### src/hdl/multi_slot_beacon_scheduler_top_assert.svh
// Assertion macros for the beacon scheduler top level.
`ifndef MULTI_SLOT_BEACON_SCHEDULER_TOP_ASSERT_SVH
`define MULTI_SLOT_BEACON_SCHEDULER_TOP_ASSERT_SVH

// same-cycle implication, sampled on clk, off during reset
`define MSBS_ASSERT_SAME(lbl, ante, cons, msg) \
	lbl: assert property (@(posedge clk) disable iff (!arst_n) (ante) |-> (cons)) \
		else $error(msg);

// next-cycle implication, sampled on clk, off during reset
`define MSBS_ASSERT_NEXT(lbl, ante, cons, msg) \
	lbl: assert property (@(posedge clk) disable iff (!arst_n) (ante) |=> (cons)) \
		else $error(msg);

`endif

### src/hdl/msbs_pkg.sv
// Shared constants and controller/datapath types for the beacon scheduler.
package msbs_pkg;

	localparam logic [1:0] OP_TICK    = 2'd0;
	localparam logic [1:0] OP_RESIZE  = 2'd1;
	localparam logic [1:0] OP_RESTART = 2'd2;

	localparam logic [1:0] ACT_SEND   = 2'd0;
	localparam logic [1:0] ACT_REPEAT = 2'd1;
	localparam logic [1:0] ACT_STOP   = 2'd2;

	localparam logic [1:0] PHASE_LAST = 2'd2;

	localparam int PHASES      = 3;
	localparam int MAX_RESULTS = 4;
	localparam int TIME_W      = 32;
	localparam int PERIOD_W    = 16;
	localparam int DIV_STEPS   = PERIOD_W;
	localparam int DIV_CW      = $clog2(DIV_STEPS);

	localparam logic [PERIOD_W-1:0] PACK_PERIOD_RST   = 16'd333;
	localparam logic [PERIOD_W-1:0] BEACON_PERIOD_RST = 16'd100;

	localparam logic REG_PACK_PERIOD   = 1'b0;
	localparam logic REG_BEACON_PERIOD = 1'b1;

	typedef struct packed {
		logic capture;
		logic idx_zero;
		logic idx_cnt;
		logic tick_step;
		logic stop_step;
		logic provision;
		logic div_start;
		logic div_step;
		logic stag_start;
		logic stag_step;
		logic flush;
	} msbs_cmd_t;

	typedef struct packed {
		logic [1:0] op;
		logic       op_ok;
		logic       tick_end;
		logic       stop_end;
		logic       stag_end;
		logic       step_ok;
		logic       div_last;
		logic       pend_v;
		logic       push_ok;
	} msbs_sts_t;

endpackage

### src/hdl/msbs_item_if.sv
// Input item channel: op, time, finished mask, fleet count, target slot.
interface msbs_item_if;
	logic        valid;
	logic        ready;
	logic [1:0]  op;
	logic [31:0] now;
	logic [3:0]  finished_mask;
	logic [2:0]  fleet_count;
	logic [1:0]  target_slot;

	modport source (
		output valid, op, now, finished_mask, fleet_count, target_slot,
		input  ready
	);
	modport sink (
		input  valid, op, now, finished_mask, fleet_count, target_slot,
		output ready
	);
endinterface

### src/hdl/msbs_result_if.sv
// Result channel: slot, action, phase, counter, last.
interface msbs_result_if;
	logic       valid;
	logic       ready;
	logic [1:0] slot;
	logic [1:0] action;
	logic [1:0] phase;
	logic [7:0] counter;
	logic       last;

	modport source (
		output valid, slot, action, phase, counter, last,
		input  ready
	);
	modport sink (
		input  valid, slot, action, phase, counter, last,
		output ready
	);
endinterface

### src/hdl/msbs_cfg.sv
// APB register block holding the pack and beacon periods.
module msbs_cfg import msbs_pkg::*; (
	input  logic                clk,
	input  logic                arst_n,
	input  logic                psel,
	input  logic                penable,
	input  logic                pwrite,
	input  logic [2:0]          paddr,
	input  logic [31:0]         pwdata,
	output logic [31:0]         prdata,
	output logic                pready,
	output logic [PERIOD_W-1:0] pack_period,
	output logic [PERIOD_W-1:0] beacon_period
);

	logic [PERIOD_W-1:0] pack_period_q;
	logic [PERIOD_W-1:0] beacon_period_q;
	logic                wr;

	assign pready = 1'b1;
	assign wr     = psel && penable && pwrite && pready;

	always_ff @(posedge clk or negedge arst_n) begin
		if (!arst_n) begin
			pack_period_q   <= PACK_PERIOD_RST;
			beacon_period_q <= BEACON_PERIOD_RST;
		end else if (wr) begin
			case (paddr[2])
				REG_PACK_PERIOD:   pack_period_q   <= pwdata[PERIOD_W-1:0];
				REG_BEACON_PERIOD: beacon_period_q <= pwdata[PERIOD_W-1:0];
				default: ;
			endcase
		end
	end

	always_comb begin
		case (paddr[2])
			REG_PACK_PERIOD:   prdata = 32'(pack_period_q);
			REG_BEACON_PERIOD: prdata = 32'(beacon_period_q);
			default:           prdata = '0;
		endcase
	end

	assign pack_period   = pack_period_q;
	assign beacon_period = beacon_period_q;

endmodule

### src/hdl/msbs_ctrl.sv
// Sequencer: walks ticks, resize stops, period divide and restagger.
module msbs_ctrl import msbs_pkg::*; (
	input  logic      clk,
	input  logic      arst_n,
	input  logic      in_valid,
	output logic      in_ready,
	input  msbs_sts_t sts,
	output msbs_cmd_t ctl
);

	typedef enum logic [2:0] {
		S_IDLE,
		S_DECODE,
		S_TICK,
		S_STOP,
		S_DIV,
		S_STAG,
		S_FLUSH
	} state_t;

	state_t state_q;
	state_t nxt;
	logic   rdy_q;

	always_comb begin
		ctl = '0;
		nxt = state_q;
		case (state_q)
			S_IDLE: begin
				if (in_valid && rdy_q) begin
					ctl.capture  = 1'b1;
					ctl.idx_zero = 1'b1;
					nxt          = S_DECODE;
				end
			end
			S_DECODE: begin
				case (sts.op)
					OP_TICK: nxt = S_TICK;
					OP_RESIZE: begin
						if (sts.op_ok) begin
							ctl.idx_cnt = 1'b1;
							nxt         = S_STOP;
						end else begin
							nxt = S_FLUSH;
						end
					end
					OP_RESTART: begin
						if (sts.op_ok) begin
							ctl.provision = 1'b1;
							ctl.div_start = 1'b1;
							nxt           = S_DIV;
						end else begin
							nxt = S_FLUSH;
						end
					end
					default: nxt = S_FLUSH;
				endcase
			end
			S_TICK: begin
				if (sts.tick_end) begin
					nxt = S_FLUSH;
				end else if (sts.step_ok) begin
					ctl.tick_step = 1'b1;
				end
			end
			S_STOP: begin
				if (sts.stop_end) begin
					ctl.provision = 1'b1;
					ctl.div_start = 1'b1;
					nxt           = S_DIV;
				end else if (sts.step_ok) begin
					ctl.stop_step = 1'b1;
				end
			end
			S_DIV: begin
				ctl.div_step = 1'b1;
				if (sts.div_last) begin
					ctl.stag_start = 1'b1;
					nxt            = S_STAG;
				end
			end
			S_STAG: begin
				if (sts.stag_end) begin
					nxt = S_FLUSH;
				end else begin
					ctl.stag_step = 1'b1;
				end
			end
			S_FLUSH: begin
				if (!sts.pend_v) begin
					nxt = S_IDLE;
				end else if (sts.push_ok) begin
					ctl.flush = 1'b1;
					nxt       = S_IDLE;
				end
			end
			default: nxt = S_IDLE;
		endcase
	end

	always_ff @(posedge clk or negedge arst_n) begin
		if (!arst_n) begin
			state_q <= S_IDLE;
			rdy_q   <= 1'b1;
		end else begin
			state_q <= nxt;
			rdy_q   <= (nxt == S_IDLE);
		end
	end

	assign in_ready = rdy_q;

endmodule

### src/hdl/msbs_dp.sv
// Datapath: per-slot state, slot walk, period divider, result staging.
module msbs_dp import msbs_pkg::*; #(
	parameter int SLOTS = 4
) (
	input  logic                clk,
	input  logic                arst_n,
	input  msbs_cmd_t           ctl,
	output msbs_sts_t           sts,
	input  logic [1:0]          item_op,
	input  logic [31:0]         item_now,
	input  logic [3:0]          item_finished_mask,
	input  logic [2:0]          item_fleet_count,
	input  logic [1:0]          item_target_slot,
	input  logic [PERIOD_W-1:0] pack_period,
	input  logic [PERIOD_W-1:0] beacon_period,
	msbs_result_if.source       result
);

	localparam int SW = (SLOTS > 1) ? $clog2(SLOTS) : 1;
	localparam int CW = $clog2(SLOTS + 1);
	localparam int KW = (CW > 3) ? CW : 3;

	// captured item
	logic [1:0]        op_q;
	logic [TIME_W-1:0] now_q;
	logic [3:0]        fin_q;
	logic [2:0]        cnt_q;
	logic [1:0]        tgt_q;

	// slot state
	logic [TIME_W-1:0] pdl_q    [SLOTS];
	logic [TIME_W-1:0] bdl_q    [SLOTS];
	logic [7:0]        mcnt_q   [SLOTS];
	logic [1:0]        phase_q  [SLOTS];
	logic              active_q [SLOTS];
	logic              offair_q [SLOTS];
	logic [2:0]        act_cnt_q;

	logic [CW-1:0]     idx_q;
	logic [2:0]        n_q;

	logic [PERIOD_W-1:0] quo_q;
	logic [2:0]          rem_q;
	logic [DIV_CW-1:0]   dcnt_q;
	logic [3:0]          r2;
	logic                r2_ge;

	logic [TIME_W-1:0] stag_q;

	logic       pend_v_q;
	logic [1:0] pend_slot_q;
	logic [1:0] pend_act_q;
	logic [1:0] pend_ph_q;
	logic [7:0] pend_cnt_q;

	logic       ov_q;
	logic [1:0] o_slot_q;
	logic [1:0] o_act_q;
	logic [1:0] o_ph_q;
	logic [7:0] o_cnt_q;
	logic       o_last_q;

	logic [SW-1:0]     sidx;
	logic [3:0]        fin_sh;
	logic              fin_bit;
	logic              cur_act;
	logic [1:0]        ph;
	logic [1:0]        nph;
	logic [TIME_W-1:0] pdiff;
	logic [TIME_W-1:0] bdiff;
	logic              pass_p;
	logic              pass_b;
	logic [TIME_W-1:0] pack_due;
	logic [TIME_W-1:0] beacon_due;
	logic              t_has;
	logic [1:0]        t_act;
	logic              is_tick;
	logic              res_has;
	logic [1:0]        res_act;
	logic [1:0]        res_ph;
	logic [7:0]        res_cnt;
	logic              emit;
	logic              walk_step;
	logic              emit_step;
	logic              push_ok;
	logic              push_mid;

	// slot walk decode
	assign sidx    = idx_q[SW-1:0];
	assign fin_sh  = fin_q >> idx_q;
	assign fin_bit = fin_sh[0];
	assign cur_act = active_q[sidx];
	assign ph      = (phase_q[sidx] == 2'd3) ? PHASE_LAST : phase_q[sidx];
	assign nph     = (ph == PHASE_LAST) ? 2'd0 : ph + 2'd1;
	assign pdiff   = now_q - pdl_q[sidx];
	assign bdiff   = now_q - bdl_q[sidx];
	assign pass_p  = ~pdiff[TIME_W-1];
	assign pass_b  = ~bdiff[TIME_W-1];

	assign pack_due   = now_q + TIME_W'(pack_period);
	assign beacon_due = now_q + TIME_W'(beacon_period);

	assign t_has = cur_act && (fin_bit ? !offair_q[sidx] : (pass_p || pass_b));
	assign t_act = fin_bit ? ACT_STOP : (pass_p ? ACT_SEND : ACT_REPEAT);

	assign is_tick = (op_q == OP_TICK);
	assign res_has = is_tick ? t_has : cur_act;
	assign res_act = is_tick ? t_act : ACT_STOP;
	assign res_ph  = (is_tick && !fin_bit && pass_p) ? ph : 2'd0;
	assign res_cnt = (is_tick && !fin_bit && pass_p) ? mcnt_q[sidx] : 8'd0;

	assign emit      = res_has && (n_q < 3'(MAX_RESULTS));
	assign walk_step = ctl.tick_step || ctl.stop_step;
	assign emit_step = walk_step && emit;
	assign push_ok   = !ov_q || result.ready;
	assign push_mid  = emit_step && pend_v_q;

	// divider: pack_period / active count, one quotient bit per cycle
	assign r2    = {rem_q, quo_q[PERIOD_W-1]};
	assign r2_ge = (r2 >= {1'b0, act_cnt_q});

	always_ff @(posedge clk or negedge arst_n) begin
		if (!arst_n) begin
			op_q <= OP_TICK;
		end else if (ctl.capture) begin
			op_q <= item_op;
		end
	end

	always_ff @(posedge clk) begin
		if (ctl.capture) begin
			now_q <= item_now;
			fin_q <= item_finished_mask;
			cnt_q <= item_fleet_count;
			tgt_q <= item_target_slot;
		end
	end

	always_ff @(posedge clk or negedge arst_n) begin
		if (!arst_n) begin
			idx_q <= '0;
		end else if (ctl.idx_zero || ctl.stag_start) begin
			idx_q <= '0;
		end else if (ctl.idx_cnt) begin
			idx_q <= CW'(cnt_q);
		end else if (walk_step || ctl.stag_step) begin
			idx_q <= idx_q + CW'(1);
		end
	end

	always_ff @(posedge clk or negedge arst_n) begin
		if (!arst_n) begin
			n_q <= '0;
		end else if (ctl.capture) begin
			n_q <= '0;
		end else if (emit_step) begin
			n_q <= n_q + 3'd1;
		end
	end

	always_ff @(posedge clk or negedge arst_n) begin
		if (!arst_n) begin
			act_cnt_q <= 3'd1;
		end else if (ctl.provision && (op_q == OP_RESIZE)) begin
			act_cnt_q <= cnt_q;
		end
	end

	always_ff @(posedge clk or negedge arst_n) begin
		if (!arst_n) begin
			dcnt_q <= '0;
		end else if (ctl.div_start) begin
			dcnt_q <= DIV_CW'(DIV_STEPS - 1);
		end else if (ctl.div_step) begin
			dcnt_q <= dcnt_q - DIV_CW'(1);
		end
	end

	always_ff @(posedge clk) begin
		if (ctl.div_start) begin
			quo_q <= pack_period;
			rem_q <= '0;
		end else if (ctl.div_step) begin
			quo_q <= {quo_q[PERIOD_W-2:0], r2_ge};
			rem_q <= r2_ge ? 3'(r2 - {1'b0, act_cnt_q}) : r2[2:0];
		end
	end

	always_ff @(posedge clk) begin
		if (ctl.stag_start) begin
			stag_q <= now_q;
		end else if (ctl.stag_step) begin
			stag_q <= stag_q + TIME_W'(quo_q);
		end
	end

	for (genvar s = 0; s < SLOTS; s++) begin : g_slot
		localparam logic [1:0] PH0 = 2'(s % PHASES);
		logic sel;
		logic prov;

		assign sel  = (idx_q == CW'(s));
		assign prov = ctl.provision &&
			(((op_q == OP_RESIZE) && (KW'(s) < KW'(cnt_q))) ||
			 ((op_q == OP_RESTART) && (KW'(s) == KW'(tgt_q))));

		always_ff @(posedge clk or negedge arst_n) begin
			if (!arst_n) begin
				pdl_q[s]    <= '0;
				bdl_q[s]    <= '0;
				mcnt_q[s]   <= '0;
				phase_q[s]  <= '0;
				active_q[s] <= (s == 0);
				offair_q[s] <= 1'b0;
			end else if (prov) begin
				mcnt_q[s]   <= '0;
				phase_q[s]  <= PH0;
				active_q[s] <= 1'b1;
				offair_q[s] <= 1'b0;
			end else if (sel && ctl.stop_step) begin
				active_q[s] <= 1'b0;
			end else if (sel && ctl.tick_step && active_q[s]) begin
				if (fin_bit) begin
					offair_q[s] <= 1'b1;
				end else begin
					offair_q[s] <= 1'b0;
					if (pass_p) begin
						mcnt_q[s]  <= mcnt_q[s] + 8'd1;
						phase_q[s] <= nph;
						pdl_q[s]   <= pack_due;
						bdl_q[s]   <= beacon_due;
					end else if (pass_b) begin
						bdl_q[s] <= beacon_due;
					end
				end
			end else if (sel && ctl.stag_step) begin
				pdl_q[s] <= stag_q;
				bdl_q[s] <= stag_q;
			end
		end
	end

	// one result held back so the final beat can carry last
	always_ff @(posedge clk or negedge arst_n) begin
		if (!arst_n) begin
			pend_v_q <= 1'b0;
		end else if (emit_step) begin
			pend_v_q <= 1'b1;
		end else if (ctl.flush) begin
			pend_v_q <= 1'b0;
		end
	end

	always_ff @(posedge clk) begin
		if (emit_step) begin
			pend_slot_q <= 2'(idx_q);
			pend_act_q  <= res_act;
			pend_ph_q   <= res_ph;
			pend_cnt_q  <= res_cnt;
		end
	end

	always_ff @(posedge clk or negedge arst_n) begin
		if (!arst_n) begin
			ov_q <= 1'b0;
		end else if (push_mid || ctl.flush) begin
			ov_q <= 1'b1;
		end else if (result.ready) begin
			ov_q <= 1'b0;
		end
	end

	always_ff @(posedge clk) begin
		if (push_mid || ctl.flush) begin
			o_slot_q <= pend_slot_q;
			o_act_q  <= pend_act_q;
			o_ph_q   <= pend_ph_q;
			o_cnt_q  <= pend_cnt_q;
			o_last_q <= ctl.flush;
		end
	end

	assign result.valid   = ov_q;
	assign result.slot    = o_slot_q;
	assign result.action  = o_act_q;
	assign result.phase   = o_ph_q;
	assign result.counter = o_cnt_q;
	assign result.last    = o_last_q;

	always_comb begin
		sts          = '0;
		sts.op       = op_q;
		case (op_q)
			OP_RESIZE:  sts.op_ok = (cnt_q != 3'd0) && (KW'(cnt_q) <= KW'(SLOTS));
			OP_RESTART: sts.op_ok = (KW'(tgt_q) < KW'(act_cnt_q));
			default:    sts.op_ok = 1'b0;
		endcase
		sts.tick_end = (KW'(idx_q) >= KW'(act_cnt_q));
		sts.stag_end = (KW'(idx_q) >= KW'(act_cnt_q));
		sts.stop_end = (idx_q == CW'(SLOTS));
		sts.step_ok  = !emit || !pend_v_q || push_ok;
		sts.div_last = (dcnt_q == '0);
		sts.pend_v   = pend_v_q;
		sts.push_ok  = push_ok;
	end

endmodule

### src/hdl/multi_slot_beacon_scheduler_top.sv
// Top level of the multi-slot beacon scheduler.
//
//  channel   dir   handshake            beat contents
//  item      in    valid/ready          op, now, finished_mask, fleet_count, target_slot
//  result    out   valid/ready          slot, action, phase, counter, last
//  apb       in    psel/penable/pready  pack_period @0x0, beacon_period @0x4
//
// One item at a time. A tick walks the active slots, one slot per cycle when not
// stalled; resize and restart run the bit-serial pack_period / count divider
// before restagger. Rejected resize or restart and unused ops go straight to flush.
// A result waiting in the output register stalls the slot walk only when a new
// result must move past it; the next item is taken while the final beat waits.
// arst_n clears control and slot state to slot 0 active, count one.
`include "multi_slot_beacon_scheduler_top_assert.svh"

module multi_slot_beacon_scheduler_top import msbs_pkg::*; #(
	parameter int SLOTS = 4
) (
	input  logic         clk,
	input  logic         arst_n,
	msbs_item_if.sink    item,
	msbs_result_if.source result,
	input  logic         psel,
	input  logic         penable,
	input  logic         pwrite,
	input  logic [2:0]   paddr,
	input  logic [31:0]  pwdata,
	output logic [31:0]  prdata,
	output logic         pready
);

	msbs_cmd_t           ctl;
	msbs_sts_t           sts;
	logic                in_rdy;
	logic [PERIOD_W-1:0] pack_period;
	logic [PERIOD_W-1:0] beacon_period;

	msbs_cfg u_cfg (
		.clk           (clk),
		.arst_n        (arst_n),
		.psel          (psel),
		.penable       (penable),
		.pwrite        (pwrite),
		.paddr         (paddr),
		.pwdata        (pwdata),
		.prdata        (prdata),
		.pready        (pready),
		.pack_period   (pack_period),
		.beacon_period (beacon_period)
	);

	msbs_ctrl u_ctrl (
		.clk      (clk),
		.arst_n   (arst_n),
		.in_valid (item.valid),
		.in_ready (in_rdy),
		.sts      (sts),
		.ctl      (ctl)
	);

	msbs_dp #(
		.SLOTS (SLOTS)
	) u_dp (
		.clk                (clk),
		.arst_n             (arst_n),
		.ctl                (ctl),
		.sts                (sts),
		.item_op            (item.op),
		.item_now           (item.now),
		.item_finished_mask (item.finished_mask),
		.item_fleet_count   (item.fleet_count),
		.item_target_slot   (item.target_slot),
		.pack_period        (pack_period),
		.beacon_period      (beacon_period),
		.result             (result)
	);

	assign item.ready = in_rdy;

	`MSBS_ASSERT_SAME(a_idle_no_pend, item.ready, !sts.pend_v, "held result left at idle")
	`MSBS_ASSERT_SAME(a_step_gated, ctl.tick_step || ctl.stop_step, sts.step_ok, "walk past stall")
	`MSBS_ASSERT_NEXT(a_div_ends, ctl.div_step && sts.div_last, !ctl.div_step, "divider overran")
	`MSBS_ASSERT_NEXT(a_one_item, item.valid && item.ready, !item.ready, "second item taken")

endmodule
### src/flat_wrapper.sv
// flat-port wrapper written by rule: the top's interface ports become plain ports
module multi_slot_beacon_scheduler_top_flat import msbs_pkg::*;
#(
	parameter int SLOTS = 4
)
  (clk, arst_n, psel, penable, pwrite, paddr, pwdata, prdata, pready, item_valid, item_op, item_now, item_finished_mask, item_fleet_count, item_target_slot, item_ready, result_valid, result_slot, result_action, result_phase, result_counter, result_last, result_ready);
  msbs_item_if item_i ();
  msbs_result_if result_i ();
  input  logic clk;
  input  logic arst_n;
  input  logic psel;
  input  logic penable;
  input  logic pwrite;
  input  logic [2:0] paddr;
  input  logic [31:0] pwdata;
  output logic [31:0] prdata;
  output logic pready;
  input wire logic [$bits(item_i.valid)-1:0] item_valid;
  input wire logic [$bits(item_i.op)-1:0] item_op;
  input wire logic [$bits(item_i.now)-1:0] item_now;
  input wire logic [$bits(item_i.finished_mask)-1:0] item_finished_mask;
  input wire logic [$bits(item_i.fleet_count)-1:0] item_fleet_count;
  input wire logic [$bits(item_i.target_slot)-1:0] item_target_slot;
  output wire logic [$bits(item_i.ready)-1:0] item_ready;
  output wire logic [$bits(result_i.valid)-1:0] result_valid;
  output wire logic [$bits(result_i.slot)-1:0] result_slot;
  output wire logic [$bits(result_i.action)-1:0] result_action;
  output wire logic [$bits(result_i.phase)-1:0] result_phase;
  output wire logic [$bits(result_i.counter)-1:0] result_counter;
  output wire logic [$bits(result_i.last)-1:0] result_last;
  input wire logic [$bits(result_i.ready)-1:0] result_ready;
  assign item_i.valid = item_valid;
  assign item_i.op = item_op;
  assign item_i.now = item_now;
  assign item_i.finished_mask = item_finished_mask;
  assign item_i.fleet_count = item_fleet_count;
  assign item_i.target_slot = item_target_slot;
  assign item_ready = item_i.ready;
  assign result_valid = result_i.valid;
  assign result_slot = result_i.slot;
  assign result_action = result_i.action;
  assign result_phase = result_i.phase;
  assign result_counter = result_i.counter;
  assign result_last = result_i.last;
  assign result_i.ready = result_ready;
  multi_slot_beacon_scheduler_top #(.SLOTS(SLOTS)) u_core (.clk(clk), .arst_n(arst_n), .item(item_i), .result(result_i), .psel(psel), .penable(penable), .pwrite(pwrite), .paddr(paddr), .pwdata(pwdata), .prdata(prdata), .pready(pready));
endmodule
### config.mk
export PLATFORM = sky130hd
export DESIGN_NAME = multi_slot_beacon_scheduler_top_flat
export DESIGN_NICKNAME = d
export VERILOG_FILES = /design/src/hdl/msbs_pkg.sv /design/src/hdl/msbs_item_if.sv /design/src/hdl/msbs_result_if.sv /design/src/hdl/msbs_cfg.sv /design/src/hdl/msbs_ctrl.sv /design/src/hdl/msbs_dp.sv /design/src/hdl/multi_slot_beacon_scheduler_top.sv /design/src/flat_wrapper.sv
export VERILOG_INCLUDE_DIRS = /design/src /design/src/hdl
export SDC_FILE = /design/constraint.sdc
export NUM_CORES = 1
export LEC_CHECK = 0
export ABC_CLOCK_PERIOD_IN_PS = 7000
export BUFFER_PORTS_ARGS = -buffer_cell sky130_fd_sc_hd__buf_4
export CAP_MARGIN = 20
export CORE_MARGIN = 10
export CORE_UTILIZATION = 40
export CTS_CLUSTER_DIAMETER = 30
export CTS_CLUSTER_SIZE = 12
export DETAILED_ROUTE_END_ITERATION = 10
export GPL_ROUTABILITY_DRIVEN = 0
export GPL_TIMING_DRIVEN = 1
export PLACE_DENSITY = 0.52
export SETUP_SLACK_MARGIN = 0.02
export SLEW_MARGIN = 15
export SYNTH_ARGS = -nofsm -noshare
export SYNTH_HDL_FRONTEND = slang
export SYNTH_SLANG_ARGS = --single-unit
### constraint.sdc
create_clock -name clk -period 7 [get_ports clk]
set_input_delay 0 -clock clk [delete_from_list [all_inputs] [get_ports clk]]
set_output_delay 0 -clock clk [all_outputs]
set_load 0.01 [all_outputs]
-- Word-level counts from Yosys, hierarchy flattened
Cells that the tools add are included.
- bits in registers: 478
- input port bits: 85
- output and inout bits: 50
- logic and storage cells: 375
- $add $sub $neg: 14
- magnitude comparators: 10
- eq/ne operators: 41
- shift operators: 1
- muxes and demuxes: 144
- bitwise gates (word level): 13
- reductions and logical operators: 101
- operators with widths (kind ; number):
    $mux 32 ; 23
    $mux 8 ; 22
    $bmux 32 s2 ; 2
    $add 32x16->32 ; 3
    $pmux 32 s2 ; 1
    $sub 32x32->32 ; 2
    $mux 2 ; 25
    $mux 1 ; 46
    $reduce_and 5->1 ; 8
    $logic_and 1x1->1 ; 39
    $mux 3 ; 13
    $reduce_bool 2->1 ; 17
    $add 8x1->8 const B ; 4
    $mux 16 ; 2
    $ne 2x2->1 const B ; 12
    $pmux 3 s6 ; 1
    $bmux 8 s2 ; 1
    $ne 2x1->1 const B ; 8
    $reduce_and 4->1 ; 4
    $eq 3x2->1 const B ; 4
    $eq 3x3->1 const B ; 4
    $logic_or 1x1->1 ; 12
    $ne 3x3->1 const B ; 4
    $not 1->1 ; 12
    other kinds (32) ; 55

-- Longest topological paths before layout
- depth after elaboration: 22
- depth in mapped cells: 20
- gate-level depth less buffers: 13

-- By module
From an unflattened synthesis, not the netlist that was laid out.
- cell total of the unflattened synthesis: 2822
- area, all modules: 28959.0 um2
- by module, submodules not included (module ; instances ; cells an instance ; area each (um2) ; seq. area each (um2)):
    msbs_dp ; 1 ; 2673 ; 26987.1 ; 11638.7
    msbs_cfg ; 1 ; 105 ; 1607.8 ; 810.8
    msbs_ctrl ; 1 ; 44 ; 364.1 ; 101.3

-- Worst setup path before layout
Ideal clock, no wire load.
- path kind: flip-flop to flip-flop
- start point: register u_core.u_dp.idx_q[0]
- end point: register u_core.u_dp.o_act_q[0], in the netlist u_core.u_dp.result.action[0] (enable)
- setup time: 0.364 ns
- arrival: 5.187 ns
- required time: 6.636 ns
- slack: 1.449 ns
- stages on the path, launching flop included: 18
- buffers on the path: 5
- clock period less this slack: 5.551 ns
- cell sequence: dfrtp_1 -> buf_6 -> buf_2 -> buf_1 -> buf_1 -> mux4_2 -> inv_1 -> ha_1 -> a21o_1 -> a21oi_1 -> o221ai_1 -> o2bb2ai_1 -> a211oi_4 -> a311oi_4 -> nor3b_2 -> o221a_2 -> buf_2 -> a21o_1
- word-level cells in the longest chain between the ends: 21
- elaborated cells between the ends (all ways): 38
- classes of those cells: 2 x add/sub; 1 x order compare; 1 x eq/ne; 1 x shift; 19 x mux; 3 x bitwise; 11 x reduce/logical
- ends and longest elaborated chain (item ; RTL line ; source):
    start: declaration ; msbs_dp.sv:39 ; logic [CW-1:0] idx_q;
    start signal: assignment ; msbs_dp.sv:145 ; idx_q <= CW'(cnt_q);
    start signal: assignment ; msbs_dp.sv:147 ; idx_q <= idx_q + CW'(1);
    $not 2->3 (implied by the code) ; n/a ;
    $bmux 32 s2 (on tied branches) ; msbs_dp.sv:95, msbs_dp.sv:96 ;
    $mux 32 (on tied branches) (2 in series) ; msbs_dp.sv:95, msbs_dp.sv:96 ;
    $sub 32x32->32 (on tied branches) ; msbs_dp.sv:95, msbs_dp.sv:96 ;
    $not 1->1 (on tied branches) ; msbs_dp.sv:97, msbs_dp.sv:98 ;
    $logic_or 1x1->1 ; msbs_dp.sv:103 ; assign t_has = cur_act && (fin_bit ? !offair_q[sidx] : (pass_p || pass_b));
    $mux 1 ; msbs_dp.sv:103 ;
    $logic_and 1x1->1 ; msbs_dp.sv:103 ;
    (+5 left out) ; n/a ;
    $mux 1 ; msbs_ctrl.sv:62, msbs_ctrl.sv:71 ;
    $mux 1 (on tied branches) ; msbs_ctrl.sv:60, msbs_ctrl.sv:67 ;
    $mux 1 ; msbs_ctrl.sv:28 ; case (state_q)
    $logic_or 1x1->1 ; msbs_dp.sv:113 ; assign walk_step = ctl.tick_step || ctl.stop_step;
    $logic_and 1x1->1 (*) ; msbs_dp.sv:114 ; assign emit_step = walk_step && emit;
    named net u_core.u_dp.emit_step ; msbs_dp.sv:84 ; logic emit_step;
    $logic_and 1x1->1 (*) ; msbs_dp.sv:116 ; assign push_mid = emit_step && pend_v_q;
    $logic_or 1x1->1 (*) ; msbs_dp.sv:274 ; if (push_mid || ctl.flush) begin
    end signal: assignment ; msbs_dp.sv:276 ; o_act_q <= pend_act_q;
    end: declaration ; msbs_dp.sv:58 ; logic [1:0] o_act_q;
Mark *: on every way through the listed nets, which the timed path passes. The rest lies on a longest branch. The select of a mux whose other input is x is not followed.
A chain may end at the register's enable or synchronous reset.

-- Worst setup path after layout
- start point: register u_core.u_dp.idx_q[0]
- end point: register u_core.u_dp.bdl_q[63] in the netlist's numbering
- word-level cells in the longest chain between the ends: 21
- elaborated cells between the ends (all ways): 53
- classes of those cells: 2 x add/sub; 1 x order compare; 4 x eq/ne; 1 x shift; 26 x mux; 5 x bitwise; 14 x reduce/logical
- ends and longest elaborated chain (item ; RTL line ; source):
    $not 2->3 (implied by the code) ; n/a ;
    $bmux 32 s2 (on tied branches) ; msbs_dp.sv:95, msbs_dp.sv:96 ;
    $mux 32 (on tied branches) (2 in series) ; msbs_dp.sv:95, msbs_dp.sv:96 ;
    $sub 32x32->32 (on tied branches) ; msbs_dp.sv:95, msbs_dp.sv:96 ;
    $not 1->1 (on tied branches) ; msbs_dp.sv:97, msbs_dp.sv:98 ;
    $logic_or 1x1->1 ; msbs_dp.sv:103 ;
    $mux 1 ; msbs_dp.sv:103 ;
    $logic_and 1x1->1 ; msbs_dp.sv:103 ;
    (+2 left out) ; n/a ;
    $logic_not 1->1 ; msbs_dp.sv:301 ; sts.step_ok = !emit || !pend_v_q || push_ok;
    $logic_or 1x1->1 (2 in series) ; msbs_dp.sv:301 ;
    $mux 1 ; msbs_ctrl.sv:62, msbs_ctrl.sv:71 ;
    $mux 1 ; msbs_ctrl.sv:60 ; if (sts.tick_end) begin
    $mux 1 ; msbs_ctrl.sv:28 ;
    $logic_and 1x1->1 (2 in series) ; msbs_dp.sv:222 ; end else if (sel && ctl.tick_step && active_q[s]) begin
    $ne 3x3->1 (no line) (tied with other cells) ; n/a ;
    $reduce_and 5->1 (no line) ; n/a ;
    end signal: indexed assignment ; msbs_dp.sv:231 ; bdl_q[s] <= beacon_due;
    end signal: indexed assignment ; msbs_dp.sv:233 ; bdl_q[s] <= beacon_due;
    end signal: indexed assignment ; msbs_dp.sv:238 ; bdl_q[s] <= stag_q;
    end: declaration ; msbs_dp.sv:32 ; logic [TIME_W-1:0] bdl_q [SLOTS];
Several ways; a longest one is shown, not always the timed one. The select of a mux whose other input is x is not followed.

==> impl_metrics.toml <==
[status]
status = "finished, violations left"
violations = "negative hold slack"

[pwr]
p_leak_nw = 16.3
ir_drop_mv = 0.209
power.density_nw_per_um2 = 377
power_w = 0.0134

[layout]
area_growth_pct = 25.5
antennaDiodeCount = 0
nets = 3130
layout-drive-gt1-share_pct = 20.1
final_cells = 3957

[flow_run]
drv_cap = 0

[critical_path]
critPathCaptureType = "flip-flop"
crit_fanout = 29
rr_worst_depth = 14
worst_ep_required_time_ps = 7580
crit_type = "flip-flop to flip-flop"
start_kind = "flip-flop"
arrival_ps = 6480

[synthesis]
yosys.area_share.simple_pct = 12.1
synth_compound_area_share_pct = 10.6
synth_top_family_by_area = "multiplexers"
yosysWarnings = 0
ys_seq_area_share_pct = 44.4
yosys-mux-area-fraction_pct = 18.6
yosys.area_share.xor_xnor_pct = 3.34
synth_area_um2 = 28300
synth-seq-cells = 478
syn_area_per_cell_um2 = 10.5
async_flop_share_pct = 74.7
synth_edf_count = 118
synth_fa_ha_area_share_pct = 6.03
synth_top_flop_cell = "dfrtp_1"
syn_inst = 2699
synthDistinctLibCells = 74

[sta]
setup_ws_ps = 1100
post-route-min-period_ps = 5900
worst_slew_pin_slew_ps = 1020
setup_tns_ps = 0
setup_viol = 0
finalHoldViolCount = 4
timing.hold.ws_ps = -6.57
slew_violations = 0
rsz0062_at_grt = "false"
fmax_mhz = 170
fin_crit_sh_pct = 84.3
relSlewSlack_pct = 31.7
fin_skew_ps = 28.3

[routing]
via_count = 21700
wl_per_cell_um = 21.9
avgViaCountPerCell = 5.49
dr.pass1.iters = 6
drc = 0
drt_wl_total_mm = 86.6
detail-route-antenna-nets = 0
drt_iter0_drc = 1566

[clock_network]
clock-root-buffer = "clkbuf_16"
clockBufferDepth = 3
insertion_delay_ps = 720
numCtsBuffers = 133
cts_tree = "built"
cts_htree_levels = 4
cts.clk_slew.worst_paths_ps = 50
cts_resized = 0
cts.sinks = 478

[placed_design]
dp_hpwl_mm = 56.5
dp_slack_ps = 1090
io_buffers = 99
post-place-cells = 3617

[grt]
gr-total-overflow = 0
grt_pass1_wl_mm = 136
grt.total_usage_pct = 21.3
grt_max_degree = 163
antenna_found_initial = 0
grt_pass1_vias = 22800

[die]
dieHeight_um = 286
row_count = 97
ios = 135
fp.coreArea_um2 = 70000
start_util_pct = 40.4
die_area_um2 = 81800
die_width_um = 286

[min_path]
hold_path.class = "primary input to async pin"
sequential cells by signal, indices dropped and copies added (netlist names), 4 cells and up:
register and count:
u_core.u_dp.pend_cnt_q 8, u_core.u_cfg.pack_period 16, u_core.u_dp.pdl_q 128, u_core.u_dp.dcnt_q 4
u_core.u_dp.result.counter 8, u_core.u_dp.phase_q 8, u_core.u_dp.active_q 4, u_core.u_dp.bdl_q 128
u_core.u_dp.mcnt_q 32, u_core.u_dp.stag_q 32, u_core.u_dp.now_q 32, u_core.u_dp.quo_q 16
u_core.u_cfg.beacon_period 16, u_core.u_dp.offair_q 4, u_core.u_dp.fin_q 4
repair_timing:
item | CTS | global route
endpoints found under the hold margin | 218 | 0
buffers inserted | 0 | 0
hold buffers | 98 | 0
logic make-up after synthesis:
| kind of cell | after synthesis |
|---|---|
| compound gates | 511 |
| simple gates | 740 |
| flops | 478 |
| fa+ha+maj | 134 |
| xor+xnor | 108 |
| mux | 416 |
| other cells | 2 |
| buf+inv | 310 |
cell type report:
class / instances / area, um2
Tap cell: 940 / 1180
Inverter: 119 / 447
Multi-Input combinational cell: 1926 / 14500
Timing Repair Buffer: 253 / 2330
Clock buffer: 179 / 3670
Fill cell: 6218 / 34500
Clock inverter: 62 / 803
Sequential cell: 478 / 12600
synthesized netlist by cell type (all sizes together) (4+ instances only):
master,count,area [um2]
dfstp,11,289
inv,118,443
nor2b,33,206
fa,4,80.1
nand3,49,245
a21boi,4,30.0
or2,5,31.3
o21ai,183,927
or3,12,75.1
mux2i,196,1960
dfrtp,346,8660
nor3,36,185
mux2,146,1650
nand2b,10,62.6
and3,21,136
o2111ai,4,35.0
a21o,20,150
nor2,226,848
or4b,6,60.1
and2,6,37.5
mux4,74,1670
nor3b,19,148
nand3b,5,37.5
nor4,16,113
o31ai,7,52.6
o21a,24,180
xor2,45,394
a2111oi,9,78.8
buf,74,489
clkbuf,117,439
o31a,4,35.0
a211o,6,52.6
nand4,28,175
nand2,256,961
a31oi,4,25.0
o211ai,15,113
a21oi,191,956
a211oi,16,133
edfxtp,118,3540
xnor2,63,552
ha,130,1630
metal layers:
| layer | share of wire [%] | up-vias | track usage, % |
|---|---|---|---|
| met5 | 0 | - | 0 |
| li1 | - | 10100 | - |
| met1 | 45 | 10900 | 27.9 |
| met2 | 48 | 526 | 35.5 |
| met4 | 1.9 | 0 | 6.13 |
| met3 | 4.4 | 131 | 3.81 |
final timing paths:
| check | start | end | slack [ps] |
|---|---|---|---|
| max in group asynchronous | arst_n | u_core.u_dp.idx_q[0] | 5340 |
| worst max register to register | u_core.u_dp.idx_q[0] | u_core.u_dp.bdl_q[63] | 1100 |
| worst min register to register | u_core.u_dp.pend_ph_q[0] | u_core.u_dp.result.phase[0] | 400 |
| worst min-delay path | arst_n | u_core.u_dp.mcnt_q[30] | -7 |
| min in group clk | item_now[1] | u_core.u_dp.now_q[1] | 30 |
| worst max-delay path | u_core.u_dp.idx_q[0] | u_core.u_dp.bdl_q[63] | 1100 |
where the power goes:
part	internal [W]	switching (W)
Sequential	0.00345	0.000502
Combinational	0.00144	0.00199
Clock	0.00412	0.00188
cell usage in the layout (no fill, tap or decap), drive strengths merged, types with 24 or more instances in the layout:
| cell | Yosys | layout |
|---|---|---|
| a21oi | 191 | 191 |
| clkbuf | 117 | 179 |
| nor2 | 226 | 226 |
| nand4 | 28 | 28 |
| buf | 74 | 155 |
| inv | 118 | 132 |
| o21ai | 183 | 183 |
| dlygate4sd3 | 0 | 98 |
| edfxtp | 118 | 118 |
| ha | 130 | 130 |
| nand3 | 49 | 49 |
| dfrtp | 346 | 346 |
| nor3 | 36 | 36 |
| mux4 | 74 | 74 |
| o21a | 24 | 24 |
| nor2b | 33 | 33 |
| xnor2 | 63 | 63 |
| nand2 | 256 | 256 |
| mux2 | 146 | 146 |
| mux2i | 196 | 196 |
| clkinv | 1 | 30 |
| xor2 | 45 | 45 |
critical path, stage by stage (launching register included):
cell and delay, ps:
dfrtp_4 880, buf_4 390, mux4_2 540, inv_1 80
ha_1 250, a21oi_1 160, o21ai_0 100, a211oi_1 560
o2bb2ai_1 190, a211oi_4 590, a311oi_4 340, or3_4 670
o21ai_4 230, buf_4 340, mux2_2 370
metrics by stage:
stage                     utilization [%]  area (um2)
after global placement               42.9       30000
after global routing                 50.7       35500
after CTS                            50.7       35500
after detailed placement             42.9       30000
final                                50.7       35500
after floorplan                         -       28400
No activity file was read; power rests on OpenSTA's default activity.
